**src/bol_pkg.sv**
```systemverilog
// Shared types, constants and arithmetic helpers of the binomial option lattice.
`default_nettype none

package bol_pkg;

    // Default lattice depth.
    localparam int unsigned MAX_STEPS_DEF = 256;

    // Fixed-point constants.
    localparam logic [63:0] ONE_Q30_64 = 64'h0000_0000_4000_0000;
    localparam logic [31:0] ONE_Q30    = 32'h4000_0000;
    localparam logic [31:0] HALF_Q31   = 32'h4000_0000;
    localparam logic [31:0] ONE_Q31    = 32'h8000_0000;
    localparam logic [8:0]  STEPS_RST  = 9'd1;

    // Configuration register indexes.
    typedef enum logic [2:0] {
        CFG_UP_FACTOR    = 3'd0,
        CFG_DOWN_FACTOR  = 3'd1,
        CFG_PROB_UP      = 3'd2,
        CFG_STEP_DISC    = 3'd3,
        CFG_STEPS        = 3'd4
    } t_cfg_idx;

    // Datapath operations.
    typedef enum logic [4:0] {
        DOP_NONE,
        DOP_START,
        DOP_MLO,
        DOP_MHI,
        DOP_MCMB,
        DOP_SET_UPW,
        DOP_SET_DPW,
        DOP_WR_PW,
        DOP_WR_LEAF,
        DOP_LOAD_V0,
        DOP_LOAD_V1,
        DOP_MIX_P,
        DOP_MIX_Q,
        DOP_MIX_M,
        DOP_MIX_D,
        DOP_MIX_V,
        DOP_EXER,
        DOP_WR_NODE
    } t_dop;

    // Operand pairs of the Q30 scaling multiply.
    typedef enum logic [1:0] {
        MQ_UP,
        MQ_DN,
        MQ_Y,
        MQ_AS
    } t_mq;

    typedef enum logic [1:0] {
        CNT_HOLD,
        CNT_CLR,
        CNT_INC
    } t_cnt;

    typedef enum logic {
        JOP_HOLD,
        JOP_DEC
    } t_jop;

    typedef struct packed {
        t_dop op;
        t_mq  mq;
        t_cnt i_op;
        t_jop j_op;
        logic nd_next;
    } t_cmd;

    typedef struct packed {
        logic i_eq_n;
        logic i_eq_j;
        logic j_zero;
        logic n_zero;
        logic amer;
    } t_stat;

    // Final step of a 64 by 32 Q30 multiply from its two partial products.
    function automatic logic [63:0] mq_combine(input logic [63:0] lo, input logic [63:0] hi);
        logic [63:0] t;
        logic [33:0] b;
        logic [64:0] s;
        t = lo + 64'h0000_0000_2000_0000;
        b = t[63:30];
        s = {1'b0, hi[61:0], 2'b00} + {31'd0, b};
        if (hi[63:62] != 2'b00 || s[64]) begin
            return '1;
        end
        return s[63:0];
    endfunction

    // Saturate to full scale of 32 bits.
    function automatic logic [31:0] sat32(input logic [63:0] v);
        if (v[63:32] != 32'd0) begin
            return '1;
        end
        return v[31:0];
    endfunction

    // Exercise value of a call or a put.
    function automatic logic [31:0] intrinsic(input logic [31:0] s, input logic [31:0] k,
                                              input logic put);
        if (put) begin
            return (k > s) ? (k - s) : 32'd0;
        end
        return (s > k) ? (s - k) : 32'd0;
    endfunction

endpackage

`default_nettype wire

```
**src/bol_ctrl.sv**
```systemverilog
// Controller state machine that sequences the lattice datapath.
`default_nettype none

module bol_ctrl
    import bol_pkg::*;
(
    input  wire logic  i_clk,
    input  wire logic  i_rst_n,
    input  wire logic  i_start,
    input  wire t_stat i_stat,
    output t_cmd       o_cmd,
    output logic       o_busy,
    output logic       o_valid
);

    typedef enum logic [31:0] {
        S_IDLE    = 32'h0000_0001,
        S_PY_LO   = 32'h0000_0002,
        S_PY_HI   = 32'h0000_0004,
        S_PY_CB   = 32'h0000_0008,
        S_PY_WR   = 32'h0000_0010,
        S_PU_LO   = 32'h0000_0020,
        S_PU_HI   = 32'h0000_0040,
        S_PU_CB   = 32'h0000_0080,
        S_PD_LO   = 32'h0000_0100,
        S_PD_HI   = 32'h0000_0200,
        S_PD_CB   = 32'h0000_0400,
        S_LF_RD   = 32'h0000_0800,
        S_LF_LO   = 32'h0000_1000,
        S_LF_HI   = 32'h0000_2000,
        S_LF_CB   = 32'h0000_4000,
        S_LF_WR   = 32'h0000_8000,
        S_RL_INIT = 32'h0001_0000,
        S_RL_RD0  = 32'h0002_0000,
        S_RL_CAP0 = 32'h0004_0000,
        S_RL_RD1  = 32'h0008_0000,
        S_RL_CAP  = 32'h0010_0000,
        S_MX_P    = 32'h0020_0000,
        S_MX_Q    = 32'h0040_0000,
        S_MX_M    = 32'h0080_0000,
        S_MX_D    = 32'h0100_0000,
        S_MX_V    = 32'h0200_0000,
        S_AM_LO   = 32'h0400_0000,
        S_AM_HI   = 32'h0800_0000,
        S_AM_CB   = 32'h1000_0000,
        S_AM_EX   = 32'h2000_0000,
        S_NW      = 32'h4000_0000,
        S_DONE    = 32'h8000_0000
    } t_state;

    t_state r_state, n_state;

    // Next state and datapath command.
    always_comb begin
        n_state       = r_state;
        o_cmd.op      = DOP_NONE;
        o_cmd.mq      = MQ_UP;
        o_cmd.i_op    = CNT_HOLD;
        o_cmd.j_op    = JOP_HOLD;
        o_cmd.nd_next = 1'b0;
        unique case (r_state)
            S_IDLE: begin
                if (i_start) begin
                    o_cmd.op   = DOP_START;
                    o_cmd.i_op = CNT_CLR;
                    n_state    = S_PY_LO;
                end
            end
            S_PY_LO: begin
                o_cmd.op = DOP_MLO;
                o_cmd.mq = MQ_Y;
                n_state  = S_PY_HI;
            end
            S_PY_HI: begin
                o_cmd.op = DOP_MHI;
                o_cmd.mq = MQ_Y;
                n_state  = S_PY_CB;
            end
            S_PY_CB: begin
                o_cmd.op = DOP_MCMB;
                o_cmd.mq = MQ_Y;
                n_state  = S_PY_WR;
            end
            S_PY_WR: begin
                o_cmd.op = DOP_WR_PW;
                if (i_stat.i_eq_n) begin
                    o_cmd.i_op = CNT_CLR;
                    n_state    = S_LF_RD;
                end else begin
                    n_state = S_PU_LO;
                end
            end
            S_PU_LO: begin
                o_cmd.op = DOP_MLO;
                n_state  = S_PU_HI;
            end
            S_PU_HI: begin
                o_cmd.op = DOP_MHI;
                n_state  = S_PU_CB;
            end
            S_PU_CB: begin
                o_cmd.op = DOP_SET_UPW;
                n_state  = S_PD_LO;
            end
            S_PD_LO: begin
                o_cmd.op = DOP_MLO;
                o_cmd.mq = MQ_DN;
                n_state  = S_PD_HI;
            end
            S_PD_HI: begin
                o_cmd.op = DOP_MHI;
                o_cmd.mq = MQ_DN;
                n_state  = S_PD_CB;
            end
            S_PD_CB: begin
                o_cmd.op   = DOP_SET_DPW;
                o_cmd.mq   = MQ_DN;
                o_cmd.i_op = CNT_INC;
                n_state    = S_PY_LO;
            end
            S_LF_RD: begin
                n_state = S_LF_LO;
            end
            S_LF_LO: begin
                o_cmd.op = DOP_MLO;
                o_cmd.mq = MQ_AS;
                n_state  = S_LF_HI;
            end
            S_LF_HI: begin
                o_cmd.op = DOP_MHI;
                o_cmd.mq = MQ_AS;
                n_state  = S_LF_CB;
            end
            S_LF_CB: begin
                o_cmd.op = DOP_MCMB;
                o_cmd.mq = MQ_AS;
                n_state  = S_LF_WR;
            end
            S_LF_WR: begin
                o_cmd.op = DOP_WR_LEAF;
                if (!i_stat.i_eq_n) begin
                    o_cmd.i_op = CNT_INC;
                    n_state    = S_LF_RD;
                end else if (i_stat.n_zero) begin
                    n_state = S_DONE;
                end else begin
                    o_cmd.j_op = JOP_DEC;
                    n_state    = S_RL_INIT;
                end
            end
            S_RL_INIT: begin
                o_cmd.i_op = CNT_CLR;
                n_state    = S_RL_RD0;
            end
            S_RL_RD0: begin
                n_state = S_RL_CAP0;
            end
            S_RL_CAP0: begin
                o_cmd.op      = DOP_LOAD_V0;
                o_cmd.nd_next = 1'b1;
                n_state       = S_RL_CAP;
            end
            S_RL_RD1: begin
                o_cmd.nd_next = 1'b1;
                n_state       = S_RL_CAP;
            end
            S_RL_CAP: begin
                o_cmd.op = DOP_LOAD_V1;
                n_state  = S_MX_P;
            end
            S_MX_P: begin
                o_cmd.op = DOP_MIX_P;
                n_state  = S_MX_Q;
            end
            S_MX_Q: begin
                o_cmd.op = DOP_MIX_Q;
                n_state  = S_MX_M;
            end
            S_MX_M: begin
                o_cmd.op = DOP_MIX_M;
                n_state  = S_MX_D;
            end
            S_MX_D: begin
                o_cmd.op = DOP_MIX_D;
                n_state  = S_MX_V;
            end
            S_MX_V: begin
                o_cmd.op = DOP_MIX_V;
                n_state  = i_stat.amer ? S_AM_LO : S_NW;
            end
            S_AM_LO: begin
                o_cmd.op = DOP_MLO;
                o_cmd.mq = MQ_AS;
                n_state  = S_AM_HI;
            end
            S_AM_HI: begin
                o_cmd.op = DOP_MHI;
                o_cmd.mq = MQ_AS;
                n_state  = S_AM_CB;
            end
            S_AM_CB: begin
                o_cmd.op = DOP_MCMB;
                o_cmd.mq = MQ_AS;
                n_state  = S_AM_EX;
            end
            S_AM_EX: begin
                o_cmd.op = DOP_EXER;
                o_cmd.mq = MQ_AS;
                n_state  = S_NW;
            end
            S_NW: begin
                o_cmd.op = DOP_WR_NODE;
                if (!i_stat.i_eq_j) begin
                    o_cmd.i_op = CNT_INC;
                    n_state    = S_RL_RD1;
                end else if (i_stat.j_zero) begin
                    n_state = S_DONE;
                end else begin
                    o_cmd.j_op = JOP_DEC;
                    n_state    = S_RL_INIT;
                end
            end
            S_DONE: begin
                n_state = S_IDLE;
            end
            default: begin
                n_state = S_IDLE;
            end
        endcase
    end

    // State register.
    always_ff @(posedge i_clk) begin
        if (!i_rst_n) begin
            r_state <= S_IDLE;
        end else begin
            r_state <= n_state;
        end
    end

    assign o_busy  = (r_state != S_IDLE);
    assign o_valid = (r_state == S_DONE);

    // A result word is strobed for one cycle only.
    a_valid_single: assert property (@(posedge i_clk) disable iff (!i_rst_n)
        o_valid |=> !o_valid)
        else $error("result strobe held for more than one cycle");

    // An accepted word starts the power phase.
    a_start_seq: assert property (@(posedge i_clk) disable iff (!i_rst_n)
        (i_start && !o_busy) |=> (r_state == S_PY_LO))
        else $error("accepted word did not start the power phase");

    // A result follows only the last leaf of a one-node lattice or the root node.
    a_done_src: assert property (@(posedge i_clk) disable iff (!i_rst_n)
        $rose(o_valid) |->
            (($past(r_state) == S_NW) && $past(i_stat.j_zero) && $past(i_stat.i_eq_j))
            || (($past(r_state) == S_LF_WR) && $past(i_stat.n_zero)))
        else $error("result strobed outside the end of the roll-back");

endmodule

`default_nettype wire

```
**config.mk**
```make
export PLATFORM = sky130hd
export DESIGN_NAME = bol_ctrl
export DESIGN_NICKNAME = d
export VERILOG_FILES = /design/src/bol_pkg.sv /design/src/bol_ctrl.sv
export SDC_FILE = /design/constraint.sdc
export NUM_CORES = 1
export LEC_CHECK = 0
export BUFFER_PORTS_ARGS = -buffer_cell sky130_fd_sc_hd__buf_2
export CAP_MARGIN = 20
export CORE_MARGIN = 3
export CORE_UTILIZATION = 36
export DETAILED_ROUTE_END_ITERATION = 7
export GPL_TIMING_DRIVEN = 0
export SYNTH_ARGS = -nofsm -noshare
export SYNTH_HDL_FRONTEND = slang
export SYNTH_SLANG_ARGS = --single-unit
```
**constraint.sdc**
```tcl
create_clock -name i_clk -period 3.4 [get_ports i_clk]
set_input_delay 0.34 -clock i_clk [delete_from_list [all_inputs] [get_ports i_clk]]
set_output_delay 0.34 -clock i_clk [all_outputs]
set_load 0.05 [all_outputs]
```
# After elaboration in Yosys (flattened, before gate mapping)
# Index checks and enable logic that the tools add are counted.
# word_totals
reg_bits,32
input_bits,8
out_inout_bits,13
elab_cells,64
# classes
eq_ne,34
n_mux,22
reduce_logical,7
# op_table
cell,n
32-bit one-hot mux with 30 select lines,1
32-bit 2-to-1 mux,5
5-bit one-hot mux with 17 select lines,1
"32-bit by 1-bit equality test with 1-bit output, second input constant",1
"32-bit by 10-bit equality test with 1-bit output, second input constant",1
"32-bit by 11-bit equality test with 1-bit output, second input constant",1
"32-bit by 12-bit equality test with 1-bit output, second input constant",1
"32-bit by 13-bit equality test with 1-bit output, second input constant",1
"32-bit by 14-bit equality test with 1-bit output, second input constant",1
"32-bit by 15-bit equality test with 1-bit output, second input constant",1
"32-bit by 16-bit equality test with 1-bit output, second input constant",1
"32-bit by 17-bit equality test with 1-bit output, second input constant",1
"32-bit by 18-bit equality test with 1-bit output, second input constant",1
"32-bit by 19-bit equality test with 1-bit output, second input constant",1
"32-bit by 2-bit equality test with 1-bit output, second input constant",1
"32-bit by 20-bit equality test with 1-bit output, second input constant",1
"32-bit by 21-bit equality test with 1-bit output, second input constant",1
"32-bit by 22-bit equality test with 1-bit output, second input constant",1
"32-bit by 23-bit equality test with 1-bit output, second input constant",1
"32-bit by 24-bit equality test with 1-bit output, second input constant",1
"32-bit by 25-bit equality test with 1-bit output, second input constant",1
"32-bit by 26-bit equality test with 1-bit output, second input constant",1
"32-bit by 27-bit equality test with 1-bit output, second input constant",1
"32-bit by 28-bit equality test with 1-bit output, second input constant",1
24 further kinds,35

# Longest topological paths before layout
# logic_depth
ltp_word,3
mapped_depth,9
ltp_nobuf,7

# Worst setup path after synthesis
# Ideal clock, no wire load.
# synth_timing
path_type,register -> output
start,register r_state[8]
end,output port o_cmd[0] (netlist name)
arrival_time_ns,2.333
t_required_ns,3.060
slack_ns,0.727
stages_incl_launch_ff,8
path_buffers,2
cell_sequence,dfxtp_1 > buf_6 > nor4_4 > nand4_2 > buf_6 > nor2_4 > nand2_1 > nor4_2
# synth_lines
item,line_no,source
from (decl),bol_ctrl.sv:51,"t_state r_state, n_state;"
from (signal assigned),bol_ctrl.sv:237,r_state <= n_state;
to (decl),bol_ctrl.sv:11,"output t_cmd o_cmd,"

==> results by group <==
Die
  – Die height: 82.1 um
  – Total I/O pin count: 21
  – Die footprint: 6740 sq um
  – Die Wd: 82.1 um
  – Std cell rows: 27
  – Core area: 5540 sq um
  – Initial Utilization: 0.376

Clocking
  – Max clock buf depth: 2
  – Post-CTS Resized: 0
  – # hold bufs at CTS: 0
  – Number of setup buffers added after CTS: 0
  – CTS HTree Levels: 2
  – Clk sinks: 32
  – CTS clk-pin slew, worst paths: 0.07 ns
  – Root buf cell: clkbuf_8
  – Num CTS Buffers: 5
  – Skew-Pair Late Insertion Delay: 0.29 ns
  – CTS tree: done

Yosys
  – Mapped cell area: 2090 sq um
  – Top_reg_cell synth: dfxtp_1
  – Top-count cell post-synth: dfxtp_1
  – Synthesized net count: 252
  – Number of synthesized flops with an enable pin: 0
  – Synth top area cells: dfxtp_1 (31%), nor4_4 (7.1%), nor2_1 (5.2%)
  – Synth top cells by count: dfxtp_1 (32), nor2_1 (29), nand2_1 (24)
  – Top cell type's share of synthesized area: 0.307
  – Yosys cell types: 51
  – Syn Inst Count: 244
  – Number of synthesized register bits: 32
  – Yosys warning total: 0
  – Avg Cell Area, Syn: 8.55 sq um
  – Sequential area share after synthesis: 0.307
  – Cell taking the most area after synthesis: dfxtp_1
  – Post-synth ARST share: 0

Place
  – Port Buffers: 19
  – Placed wire-length estimate: 4170 um
  – Final Wtd Congestion: 0.854
  – Pre-CTS WS: 0.588 ns

Route
  – Vias/cell: 5.63
  – Antenna-violating nets left: 0
  – Via count: 1931
  – Initial DRC count: 141
  – WL/cell: 15.5 um
  – Detailed Route WL: 5320 um
  – Drt first pass iters: 4
  – DRC: 0

Min path
  – Hold crit path type: in -> reg

Power
  – Worst IR Drop VDD: 0.156 mV
  – Switching power: 0.000221 W
  – Pwr dens: 336 nW/um^2
  – Combinational Power Share: 0.132
  – Static leakage: 0.976 nW
  – Clock power frac: 0.389
  – Internal power: 0.000573 W
  – Reg power frac: 0.479
  – Sw frac: 0.278
  – Power consumption: 0.000794 W

Final layout
  – Area delta synth->final: 13.2%
  – Layout Nets: 278
  – # diodes: 0
  – Register area: 641 sq um
  – Multi-input logic area: 1340 sq um
  – Layout cell share with drive strength beyond 1: 0.210
  – Max reg flops: 32
  – Largest registers: r_state x32
  – Reg with most FFs: r_state
  – Fill cells: 588

STA
  – Actual slew at the worst max-slew pin: 0.565 ns
  – # setup viols final: 0
  – RSZ-0062 raised after global routing: false
  – Fin Hold WS: 0.269 ns
  – Fin Setup TNS: 0 ns
  – Final min period: 3.16 ns
  – Max Slew Vio Count: 0
  – Post-route setup slack: 0.235 ns
  – Max Clk Rate: 316 MHz
  – Crit share post-route: 0.931
  – Final hold viol count: 0
  – Fin Clk Skew: 0.00529 ns
  – Slew headroom: 0.620

Flow run
  – Max-cap violations: 0

Global route
  – Grt ovf: 0
  – Largest net degree at the start of global routing: 11
  – GRT Util Overall: 0.175
  – Vias in the first global route: 1846
  – Initial antenna violation count: 0
  – First-pass GRT wire length: 8920 um

Status
  – Outcome: completed

Setup path
  – CP arrival: 2.82 ns
  – Critical Path RT: 3.06 ns
  – Crit end category: output port
  – Crit path max fanout: 6
  – Critical path class: reg -> out
  – Startpoint types: flop
metrics by stage:
step                instances  instance area [sq um]   util
global route              343                   2360  0.426
CTS                       343                   2360  0.426
finish                    343                   2360  0.426
global placement          335                   2270  0.410
detailed placement        335                   2270  0.410
floorplan                 244                   2090      -
critical path, cell delays in order, from the launching register on:
cell and delay, ns:
dfxtp_1 0.38, nor4_2 0.55, nand2_1 0.26, nor4_1 0.35, nor3b_1 0.42, nand2b_1 0.16
or4_1 0.15, buf_2 0.27
power groups by stage:
stage	combinational (W)	sequential (W)	clock, W
6_report	0.000105	0.000380	0.000309
5_1_grt	0.000114	0.000380	0.000327
4_1_cts	0.000105	0.000380	0.000317
3_5_place_dp	0.000104	0.000388	0
3_3_place_gp	0.000104	0.000388	0
2_1_floorplan	0.0000777	0.000388	0
path summary, 6_finish.rpt:
| path | to | cells past startpoint | slack, ns | from |
|---|---|---|---|---|
| setup / recovery | o_cmd[8] | 7 | 0.24 | r_state[12]$_SDFFE_PN0P_ |
| hold / removal | r_state[19]$_SDFFE_PN0P_ | 2 | 0.27 | i_stat[3] |
| setup reg to reg | r_state[0]$_SDFFE_PN1P_ | 6 | 1.06 | r_state[12]$_SDFFE_PN0P_ |
| hold reg to reg | r_state[14]$_SDFFE_PN0P_ | 2 | 0.56 | r_state[13]$_SDFFE_PN0P_ |
cell usage in the layout, fill, tap and decap left out, drive strengths merged, types with 6 or more instances in the layout:
cell type,n
nor4,24
nand2,25
nor2,30
nand3,15
a21oi,6
dfxtp,32
xor2,7
inv,7
nor3,13
buf,26
o21ai,6
nor4b,6
clkbuf,12
xnor2,6
nand4,8
cells by family (layout without fill, tap and decap cells):
kind of cell | count (synthesis) | in the layout | synth area share
XOR/XNOR | 13 | 13 | 0.0546
buffers and inverters | 19 | 46 | 0.0510
flip-flops | 32 | 32 | 0.307
AND/OR/NAND/NOR | 155 | 155 | 0.503
AO/OA/AOI/OAI | 25 | 25 | 0.0840
per-layer routing:
metal | track usage | up-vias | routed length (um)
met3 | 0.0380 | 12 | 308
met4 | 0.0764 | 0 | 131
li1 | - | 963 | -
met1 | 0.239 | 912 | 2560
met5 | 0 | - | 0
met2 | 0.263 | 44 | 2320
final cells by class:
type,count,area share
multi-input cells,193,0.567
repair buffers,19,0.0403
inverters,8,0.0127
plain buffers,11,0.0323
flip-flops and latches,32,0.271
clock buffers,8,0.0382
well taps,72,0.0382
No activity file was read; power rests on OpenSTA's default activity.
